[src/hw/rtl/hjr_pkg.sv]
`default_nettype none
package hjr_pkg;

   localparam int BUTTON_BITS     = 8;
   localparam int NUM_BUTTONS_DEF = 8;
   localparam int NUM_AXES        = 6;
   localparam int AXIS_IN_W       = 16;
   localparam int AXIS_OUT_W      = 8;
   localparam int AXIS_SUM_W      = AXIS_IN_W + 1;
   localparam int CMD_W           = 3;
   localparam int STATUS_W        = 2;
   localparam int REQ_DATA_W      = 2 * BUTTON_BITS + NUM_AXES * AXIS_IN_W;
   localparam int RSP_DATA_W      = 64;

   typedef logic [CMD_W-1:0]       cmd_type;
   typedef logic [STATUS_W-1:0]    status_type;
   typedef logic [BUTTON_BITS-1:0] button_byte_type;
   typedef logic [7:0]             count_type;

   localparam cmd_type CMD_PRESS        = 3'd0;
   localparam cmd_type CMD_RELEASE      = 3'd1;
   localparam cmd_type CMD_PRESS_MASK   = 3'd2;
   localparam cmd_type CMD_RELEASE_MASK = 3'd3;
   localparam cmd_type CMD_SET_AXES     = 3'd4;
   localparam cmd_type CMD_ADD_AXES     = 3'd5;
   localparam cmd_type CMD_CLEAR        = 3'd6;

   localparam status_type STATUS_OK        = 2'd0;
   localparam status_type STATUS_BAD_INDEX = 2'd1;
   localparam status_type STATUS_UNDERFLOW = 2'd2;

   localparam logic signed [AXIS_SUM_W-1:0] AXIS_MAX = 17'sd127;
   localparam logic signed [AXIS_SUM_W-1:0] AXIS_MIN = -17'sd127;

   localparam count_type COUNT_MAX = 8'hFF;

   // What one button lane reports to the merge stage.
   typedef struct packed {
      logic held;
      logic success;
      logic underflow;
   } btn_result_type;

endpackage
`default_nettype wire

[src/hw/rtl/hid_joystick_report_accumulator_core.sv]
`default_nettype none
// Channel   Ports                     Carries
// request   req_tvalid/tready/tdata   one command word per item, command in tuser
// response  rsp_tvalid/tready/tdata   the report after that item and a status
//
// One word is taken per cycle while req_tready is high; its response is registered.
// The button lanes, axis lanes and merge stage are combinational.
// A two-entry output stage (register plus skid) keeps req_tready registered, so a
// stalled response side stops intake only once both entries are full.
// Synchronous reset clears the press counts, held mask, report and output stage.
module hid_joystick_report_accumulator_core #(
   parameter int NUM_BUTTONS = hjr_pkg::NUM_BUTTONS_DEF
) (
   input  wire logic                              clock,
   input  wire logic                              reset,
   input  wire logic                              req_tvalid,
   output logic                                   req_tready,
   // button_index, button_mask, axis_x, axis_y, axis_z, axis_rx, axis_ry, axis_rz
   input  wire logic [hjr_pkg::REQ_DATA_W-1:0]    req_tdata,
   // command
   input  wire logic [hjr_pkg::CMD_W-1:0]         req_tuser,
   output logic                                   rsp_tvalid,
   input  wire logic                              rsp_tready,
   // out_x, out_y, out_z, out_rx, out_ry, out_rz, out_buttons, status, zero fill
   output logic [hjr_pkg::RSP_DATA_W-1:0]         rsp_tdata
);
   import hjr_pkg::*;

   localparam int RSP_USED_W = NUM_AXES * AXIS_OUT_W + BUTTON_BITS + STATUS_W;

   logic                         accept;
   logic                         take;
   cmd_type                      command;
   logic [7:0]                   button_index;
   logic [7:0]                   button_mask;
   btn_result_type               lane_result [BUTTON_BITS];
   logic [NUM_AXES*AXIS_OUT_W-1:0] axes_out;
   button_byte_type              buttons_out;
   status_type                   status;
   logic [RSP_DATA_W-1:0]        word_in;

   logic                         out_valid_ff, out_valid_in;
   logic [RSP_DATA_W-1:0]        out_data_ff, out_data_in;
   logic                         skid_valid_ff, skid_valid_in;
   logic [RSP_DATA_W-1:0]        skid_data_ff, skid_data_in;

   assign req_tready   = !skid_valid_ff;
   assign accept       = req_tvalid && req_tready;
   assign rsp_tvalid   = out_valid_ff;
   assign rsp_tdata    = out_data_ff;
   assign take         = out_valid_ff && rsp_tready;

   assign command      = req_tuser;
   assign button_index = req_tdata[7:0];
   assign button_mask  = req_tdata[15:8];

   for (genvar b = 0; b < BUTTON_BITS; b++) begin : g_button
      if (b < NUM_BUTTONS) begin : g_lane
         hjr_button_lane #(
            .LANE_INDEX (b)
         ) u_lane (
            .clock        (clock),
            .reset        (reset),
            .accept       (accept),
            .command      (command),
            .button_index (button_index),
            .button_mask  (button_mask),
            .result       (lane_result[b])
         );
      end else begin : g_unused
         assign lane_result[b] = '0;
      end
   end

   for (genvar a = 0; a < NUM_AXES; a++) begin : g_axis
      hjr_axis_lane u_lane (
         .clock      (clock),
         .reset      (reset),
         .accept     (accept),
         .command    (command),
         .axis_value (req_tdata[2*BUTTON_BITS + a*AXIS_IN_W +: AXIS_IN_W]),
         .axis_out   (axes_out[a*AXIS_OUT_W +: AXIS_OUT_W])
      );
   end

   hjr_merge #(
      .NUM_BUTTONS (NUM_BUTTONS)
   ) u_merge (
      .clock        (clock),
      .reset        (reset),
      .accept       (accept),
      .command      (command),
      .button_index (button_index),
      .lane_result  (lane_result),
      .buttons_out  (buttons_out),
      .status       (status)
   );

   assign word_in = {{(RSP_DATA_W-RSP_USED_W){1'b0}}, status, buttons_out, axes_out};

   always_comb begin
      out_valid_in  = out_valid_ff;
      out_data_in   = out_data_ff;
      skid_valid_in = skid_valid_ff;
      skid_data_in  = skid_data_ff;
      if (skid_valid_ff) begin
         if (take) begin
            out_data_in   = skid_data_ff;
            skid_valid_in = 1'b0;
         end
      end else if (accept) begin
         if (!out_valid_ff || take) begin
            out_valid_in = 1'b1;
            out_data_in  = word_in;
         end else begin
            skid_valid_in = 1'b1;
            skid_data_in  = word_in;
         end
      end else if (take) begin
         out_valid_in = 1'b0;
      end
   end

   always_ff @(posedge clock) begin
      if (reset) begin
         out_valid_ff  <= 1'b0;
         skid_valid_ff <= 1'b0;
      end else begin
         out_valid_ff  <= out_valid_in;
         skid_valid_ff <= skid_valid_in;
      end
      out_data_ff  <= out_data_in;
      skid_data_ff <= skid_data_in;
   end

endmodule
`default_nettype wire

[src/hw/rtl/hjr_button_lane.sv]
`default_nettype none
module hjr_button_lane #(
   parameter int LANE_INDEX = 0
) (
   input  wire logic                   clock,
   input  wire logic                   reset,
   input  wire logic                   accept,
   input  wire hjr_pkg::cmd_type       command,
   input  wire logic [7:0]             button_index,
   input  wire logic [7:0]             button_mask,
   output hjr_pkg::btn_result_type     result
);
   import hjr_pkg::*;

   count_type count_ff, count_in;
   logic      held_ff, held_in;
   logic      single_hit;
   logic      press_hit;
   logic      release_hit;
   logic      count_zero;

   assign single_hit  = (button_index == 8'(LANE_INDEX));
   assign press_hit   = ((command == CMD_PRESS) && single_hit) ||
                        ((command == CMD_PRESS_MASK) && button_mask[LANE_INDEX]);
   assign release_hit = ((command == CMD_RELEASE) && single_hit) ||
                        ((command == CMD_RELEASE_MASK) && button_mask[LANE_INDEX]);
   assign count_zero  = (count_ff == '0);

   always_comb begin
      count_in         = count_ff;
      held_in          = held_ff;
      result.success   = 1'b0;
      result.underflow = 1'b0;
      if (press_hit) begin
         if (count_ff != COUNT_MAX) begin
            count_in = count_ff + 8'd1;
         end
         held_in        = 1'b1;
         result.success = 1'b1;
      end else if (release_hit) begin
         if (count_zero) begin
            result.underflow = (command == CMD_RELEASE);
         end else begin
            count_in       = count_ff - 8'd1;
            result.success = 1'b1;
            if (count_ff == 8'd1) begin
               held_in = 1'b0;
            end
         end
      end
      result.held = held_in;
   end

   always_ff @(posedge clock) begin
      if (reset) begin
         count_ff <= '0;
         held_ff  <= 1'b0;
      end else if (accept) begin
         count_ff <= count_in;
         held_ff  <= held_in;
      end
   end

endmodule
`default_nettype wire

[src/hw/rtl/hjr_axis_lane.sv]
`default_nettype none
module hjr_axis_lane (
   input  wire logic                                   clock,
   input  wire logic                                   reset,
   input  wire logic                                   accept,
   input  wire hjr_pkg::cmd_type                       command,
   input  wire logic signed [hjr_pkg::AXIS_IN_W-1:0]   axis_value,
   output logic signed [hjr_pkg::AXIS_OUT_W-1:0]       axis_out
);
   import hjr_pkg::*;

   logic signed [AXIS_OUT_W-1:0] axis_ff, axis_in;
   logic signed [AXIS_SUM_W-1:0] base;
   logic signed [AXIS_SUM_W-1:0] sum;
   logic signed [AXIS_SUM_W-1:0] clamped;

   // Set uses a zero base, so set and add share one adder and clamp.
   assign base = (command == CMD_ADD_AXES) ?
                 {{(AXIS_SUM_W-AXIS_OUT_W){axis_ff[AXIS_OUT_W-1]}}, axis_ff} : '0;
   assign sum  = base + {axis_value[AXIS_IN_W-1], axis_value};

   always_comb begin
      if (sum > AXIS_MAX) begin
         clamped = AXIS_MAX;
      end else if (sum < AXIS_MIN) begin
         clamped = AXIS_MIN;
      end else begin
         clamped = sum;
      end
   end

   always_comb begin
      unique case (command)
         CMD_SET_AXES, CMD_ADD_AXES: axis_in = clamped[AXIS_OUT_W-1:0];
         CMD_CLEAR:                  axis_in = '0;
         default:                    axis_in = axis_ff;
      endcase
   end

   assign axis_out = axis_in;

   always_ff @(posedge clock) begin
      if (reset) begin
         axis_ff <= '0;
      end else if (accept) begin
         axis_ff <= axis_in;
      end
   end

endmodule
`default_nettype wire

[src/hw/rtl/hjr_merge.sv]
`default_nettype none
module hjr_merge #(
   parameter int NUM_BUTTONS = hjr_pkg::NUM_BUTTONS_DEF
) (
   input  wire logic                    clock,
   input  wire logic                    reset,
   input  wire logic                    accept,
   input  wire hjr_pkg::cmd_type        command,
   input  wire logic [7:0]              button_index,
   input  wire hjr_pkg::btn_result_type lane_result [hjr_pkg::BUTTON_BITS],
   output hjr_pkg::button_byte_type     buttons_out,
   output hjr_pkg::status_type          status
);
   import hjr_pkg::*;

   button_byte_type report_ff, report_in;
   button_byte_type held_mask;
   logic            any_success;
   logic            any_underflow;
   logic            index_ok;

   always_comb begin
      any_success   = 1'b0;
      any_underflow = 1'b0;
      for (int b = 0; b < BUTTON_BITS; b++) begin
         held_mask[b]  = lane_result[b].held;
         any_success   = any_success | lane_result[b].success;
         any_underflow = any_underflow | lane_result[b].underflow;
      end
   end

   assign index_ok = (button_index < 8'(NUM_BUTTONS));

   always_comb begin
      priority if (command == CMD_CLEAR) begin
         report_in = '0;
      end else if (any_success) begin
         report_in = held_mask;
      end else begin
         report_in = report_ff;
      end
   end

   always_comb begin
      status = STATUS_OK;
      if ((command == CMD_PRESS) || (command == CMD_RELEASE)) begin
         if (!index_ok) begin
            status = STATUS_BAD_INDEX;
         end else if (any_underflow) begin
            status = STATUS_UNDERFLOW;
         end
      end
   end

   assign buttons_out = report_in;

   always_ff @(posedge clock) begin
      if (reset) begin
         report_ff <= '0;
      end else if (accept) begin
         report_ff <= report_in;
      end
   end

endmodule
`default_nettype wire

[config.mk]
export PLATFORM = sky130hd
export DESIGN_NAME = hid_joystick_report_accumulator_core
export DESIGN_NICKNAME = d
export VERILOG_FILES = /design/src/hw/rtl/hjr_pkg.sv /design/src/hw/rtl/hid_joystick_report_accumulator_core.sv /design/src/hw/rtl/hjr_button_lane.sv /design/src/hw/rtl/hjr_axis_lane.sv /design/src/hw/rtl/hjr_merge.sv
export SDC_FILE = /design/constraint.sdc
export NUM_CORES = 1
export LEC_CHECK = 0
export BUFFER_PORTS_ARGS = -buffer_cell sky130_fd_sc_hd__buf_4
export CORE_MARGIN = 2
export CORE_UTILIZATION = 40
export CTS_BUF_LIST = sky130_fd_sc_hd__clkbuf_2 sky130_fd_sc_hd__clkbuf_4 sky130_fd_sc_hd__clkbuf_8
export DETAILED_ROUTE_END_ITERATION = 10
export PLACE_DENSITY = 0.6
export SYNTH_ARGS = -nofsm -noshare
export SYNTH_HDL_FRONTEND = slang
export SYNTH_SLANG_ARGS = --single-unit
[constraint.sdc]
create_clock -name clock -period 15.18 [get_ports clock]
set_clock_uncertainty 0.2 [all_clocks]
set_input_delay 2.277 -clock clock [delete_from_list [all_inputs] [get_ports clock]]
set_output_delay 2.277 -clock clock [all_outputs]
set_load 0.01 [all_outputs]
==> results by group <==
Clock network
  • Postcts setup bufs: 0
  • Clock Pin Slew Worst Setup and Hold Paths: about 0.060 ns
  • Cts repair resizes: 0
  • CTS Hold Bufs: 0
  • CTS buffer count: 45
  • CTS Root Cell: clkbuf_8
  • H-tree depth: 2
  • Clk sink count: roughly 250
  • Clk Latency, worst-skew pair: just under 0.6 ns
  • Maximum clock insertion buffer count: 3
  • CTS tree: built

Setup path
  • Reg2reg end: rsp_tdata[4]
  • CP Class: input port to flip-flop
  • Crit path required time: 15.27 ns
  • Top delay family on crit path: simple AND/OR/NAND/NOR gates
  • Crit path buffers/inverters: 3
  • Max FO, Critical Path: 44
  • Slowest CP cell: and2_0
  • Worst EP arrival: a little under 8 ns
  • CP startpoint kind: input port
  • Crit end category: flip-flop
  • Worst R2R Path Depth: 12
  • CP max stage delay: 0.65 ns
  • Worst path depth: 17
  • FF-to-FF setup slack: between 10 and 15 ns
  • Crit-path cells: buf_4 -> nor2b_4 -> buf_4 -> and2_0 -> nand2_1 -> fa_1 -> nand2b_1 -> a211oi_1 -> o221ai_1 -> buf_4 -> a221oi_1 -> nand4_1 -> or4_1 -> a211oi_1 -> nor2_1 -> a221oi_1 -> a21oi_1
  • Reg2reg start: g_axis[0].u_lane.axis_ff[7]
  • CP most frequent cell: buf_4

Drt
  • Drt drc: 0
  • Met2 wire len: 24.1 mm
  • Met3 WL: a little under 3 mm
  • Top Layer Used: met4
  • DR vias/cell: between 5 and 6
  • Routed Antenna Nets: 0
  • Starting DRT DRC Count: about 1,500
  • Drt first pass iters: 5
  • Via Count: 17,000
  • Final WL: 53.7 mm
  • Routed metal-1 wirelength: 25.6 mm
  • DR WL/cell: about 18 um

Power and ir drop
  • PD cells: between 80 and 90 mW/mm^2
  • Leakage power: around 0.0084 uW
  • Peak VDD IR: 0.0601 mV

Timing
  • Setup ws final: around 7.6 ns
  • Setup TNS: 0 ns
  • Final hold vios: 0
  • Slew margin rel.: between 10% and 20%
  • Hold slack: 0.275 ns
  • Setup Viol. Count Final: 0
  • Final Max Tran Viols: 0
  • Fin crit share: about half
  • Worst slew pin tran: ~1.2 ns
  • Fmax: 0.132 GHz
  • Fin crit period: around 7.6 ns
  • RSZ-0062 raised after global routing: false

Min path
  • Hold Path Depth: 2
  • Hold Crit Endpoint: g_axis[4].u_lane.axis_ff[6]
  • HP Start: g_axis[4].u_lane.axis_ff[6]
  • Hold Crit Class: flip-flop to flip-flop

Synth
  • Top_reg_cell synth: dfxtp_1
  • Synth Register Bits: approximately 250
  • Post-synth EDFFs: roughly 120
  • Sequential area share after synthesis: 33.4%
  • Mapped Avg Cell Area: around 8.3 sq um
  • Ys async rst share: 0%
  • Warnings, synthesis: 0
  • Mapped Area: around 0.018 sq mm
  • Yosys cell types: roughly 110
  • Gate Count Post-Synth: ~2,200

Floorplan
  • Core ar.: 0.0452 sq mm
  • Die X: between 200 and 250 um
  • Die area: 0.0473 sq mm
  • Initial Util: 40.3%
  • Die height: 217 um
  • I/O pin cnt: 185
  • Row count: 78

Global route
  • Vias in the first global route: approximately 16,000
  • Initial antenna violation count: 0
  • Total grt overflow: 0
  • Global-route usage over all layers: 22.0%
  • First-pass GRT wire length: ~85 mm
  • Largest net degree at the start of global routing: slightly below 80

Final layout
  • Filler Cell Count: approximately 4,400
  • Register area: 0.00609 sq mm
  • Final Cell Area: roughly 0.021 sq mm
  • Multi-input logic area: 0.0113 sq mm
  • Area Growth Syn to Fin: 15.0%
  • Diode count: 0
  • Fraction of layout cells with a size suffix above 1: between 10% and 20%
  • # nets final: 2,509
  • Non-filler cells, final: between 2,000 and 3,000

Place
  • DP Area: 0.0200 sq mm
  • Worst slack, placed: 7.03 ns
  • Routability cong.: just over 0.9
  • Placed wire-length estimate: 38.3 mm
  • Cells after DPL: between 2,000 and 3,000
  • I/O Buffers: around 180

Job
  • Max Cap Viol: 0

Status
  • Status: complete, no violations
per-stage QoR:
step | power, uW | utilization (%)
2_1_floorplan | 993 | -
3_3_place_gp | 1120 | 44.2
3_5_place_dp | 1120 | 44.2
4_1_cts | 1840 | 46.4
5_1_grt | 1900 | 46.4
6_report | 1820 | 46.4
layer usage:
metal | GRT usage (%) | up-vias
met4 | 5.27 | 0
met1 | 31.3 | 8061
met2 | 35.2 | 516
met5 | 0 | -
li1 | - | 8389
met3 | 2.98 | 67
kinds of logic after synthesis:
logic type | count (synthesis) | share of synthesized area (%)
flops | 246 | 33.4
simple gates | 911 | 25.6
fa+ha+maj | 86 | 6.15
other cells | 1 | 0.0206
xor+xnor | 108 | 5.19
compound gates | 561 | 22.0
mux | 47 | 2.73
buf+inv | 226 | 4.94
worst max path at each step:
stage | startpoint | end | slack, ns
2_1_floorplan | req_tuser[2] | rsp_tdata[10] | 8.20
3_3_place_gp | req_tuser[2] | rsp_tdata[13] | 7.17
3_5_place_dp | req_tuser[2] | rsp_tdata[4] | 7.03
4_1_cts | req_tuser[2] | rsp_tdata[4] | 7.65
5_1_grt | req_tuser[2] | rsp_tdata[6] | 7.20
6_report | req_tuser[2] | rsp_tdata[4] | 7.58
worst register-to-register path, cell delays in order (launching register included):
cell      delay [ns]
dfxtp_1         0.41
nand4b_2        0.48
inv_1           0.56
ha_1            0.42
o311a_1         0.15
nor4_1          0.25
o21ai_0         0.18
nor2b_1         0.16
or4_1           0.52
a211oi_1        0.27
nor2_1          0.17
a221oi_1        0.45
a21oi_1         0.14
cells in the mapped netlist (18+ instances only):
library cell	n	share of area, %
nor3_1	52	1.4
and3_1	59	2.0
edfxtp_1	116	19
nand2b_1	37	1.3
inv_1	98	2.0
nand4_1	36	1.2
o21ai_0	93	2.6
nor2_1	238	4.9
o31ai_1	19	0.78
a21o_1	23	0.95
dfxtp_1	130	14
a211oi_1	43	1.8
nor2b_1	20	0.69
clkbuf_1	96	2.0
nand3_1	87	2.4
a31oi_1	20	0.69
or3_1	43	1.5
xnor2_1	73	3.5
and2_1	19	0.65
a21oi_1	110	3.0
nand2_1	194	4.0
mux2i_1	25	1.4
ha_1	79	5.4
xor2_1	35	1.7
o21a_1	18	0.74
or4_1	24	0.99
mux2_2	22	1.4
nor4_1	33	1.1
area by class of cell:
cell class / count / area share (%)
sequential: 246 / 29.0
clock inverter: 15 / 0.734
clock buffer: 69 / 4.08
inverter: 101 / 1.81
multi-input combinational: 1719 / 53.9
tap: 600 / 3.58
timing repair buffer: 192 / 6.88
where the power goes:
group	internal (uW)	switching, uW	total (uW)
logic	137	200	337
clock network	413	296	708
registers	743	30.7	774
placed cells by master, fill, tap and decap left out, types with 14 or more instances in the layout:
cell type / instances
dfxtp_1: 129
or2_2: 15
or3_1: 43
mux2i_1: 25
nand2_1: 194
o32ai_1: 16
xor2_1: 35
clkbuf_8: 54
or4_1: 24
nand2b_1: 37
a21o_1: 23
a41oi_1: 14
nor2_1: 237
clkbuf_4: 15
a211oi_1: 43
ha_1: 79
a22o_1: 16
nand3_1: 87
xnor2_1: 73
a311oi_1: 14
a21oi_1: 108
o31ai_1: 19
nand4_1: 36
nor4_1: 33
buf_4: 192
and3_1: 58
nor2b_1: 18
mux2_2: 22
o21a_1: 18
o21ai_0: 93
and2_1: 19
inv_1: 98
a31oi_1: 20
edfxtp_1: 116
nor3_1: 52
state kept, by name, indices dropped and copies added, names as in the netlist:
| register | cells |
|---|---|
| skid_valid_ff | 1 |
| g_axis.u_lane.axis_ff | 48 |
| g_button.g_lane.u_lane.count_ff | 64 |
| u_merge.report_ff | 8 |
| rsp_tvalid | 1 |
| skid_data_ff | 58 |
| rsp_tdata | 58 |
| g_button.g_lane.u_lane.held_ff | 8 |
No activity file was read; power rests on OpenSTA's default activity.
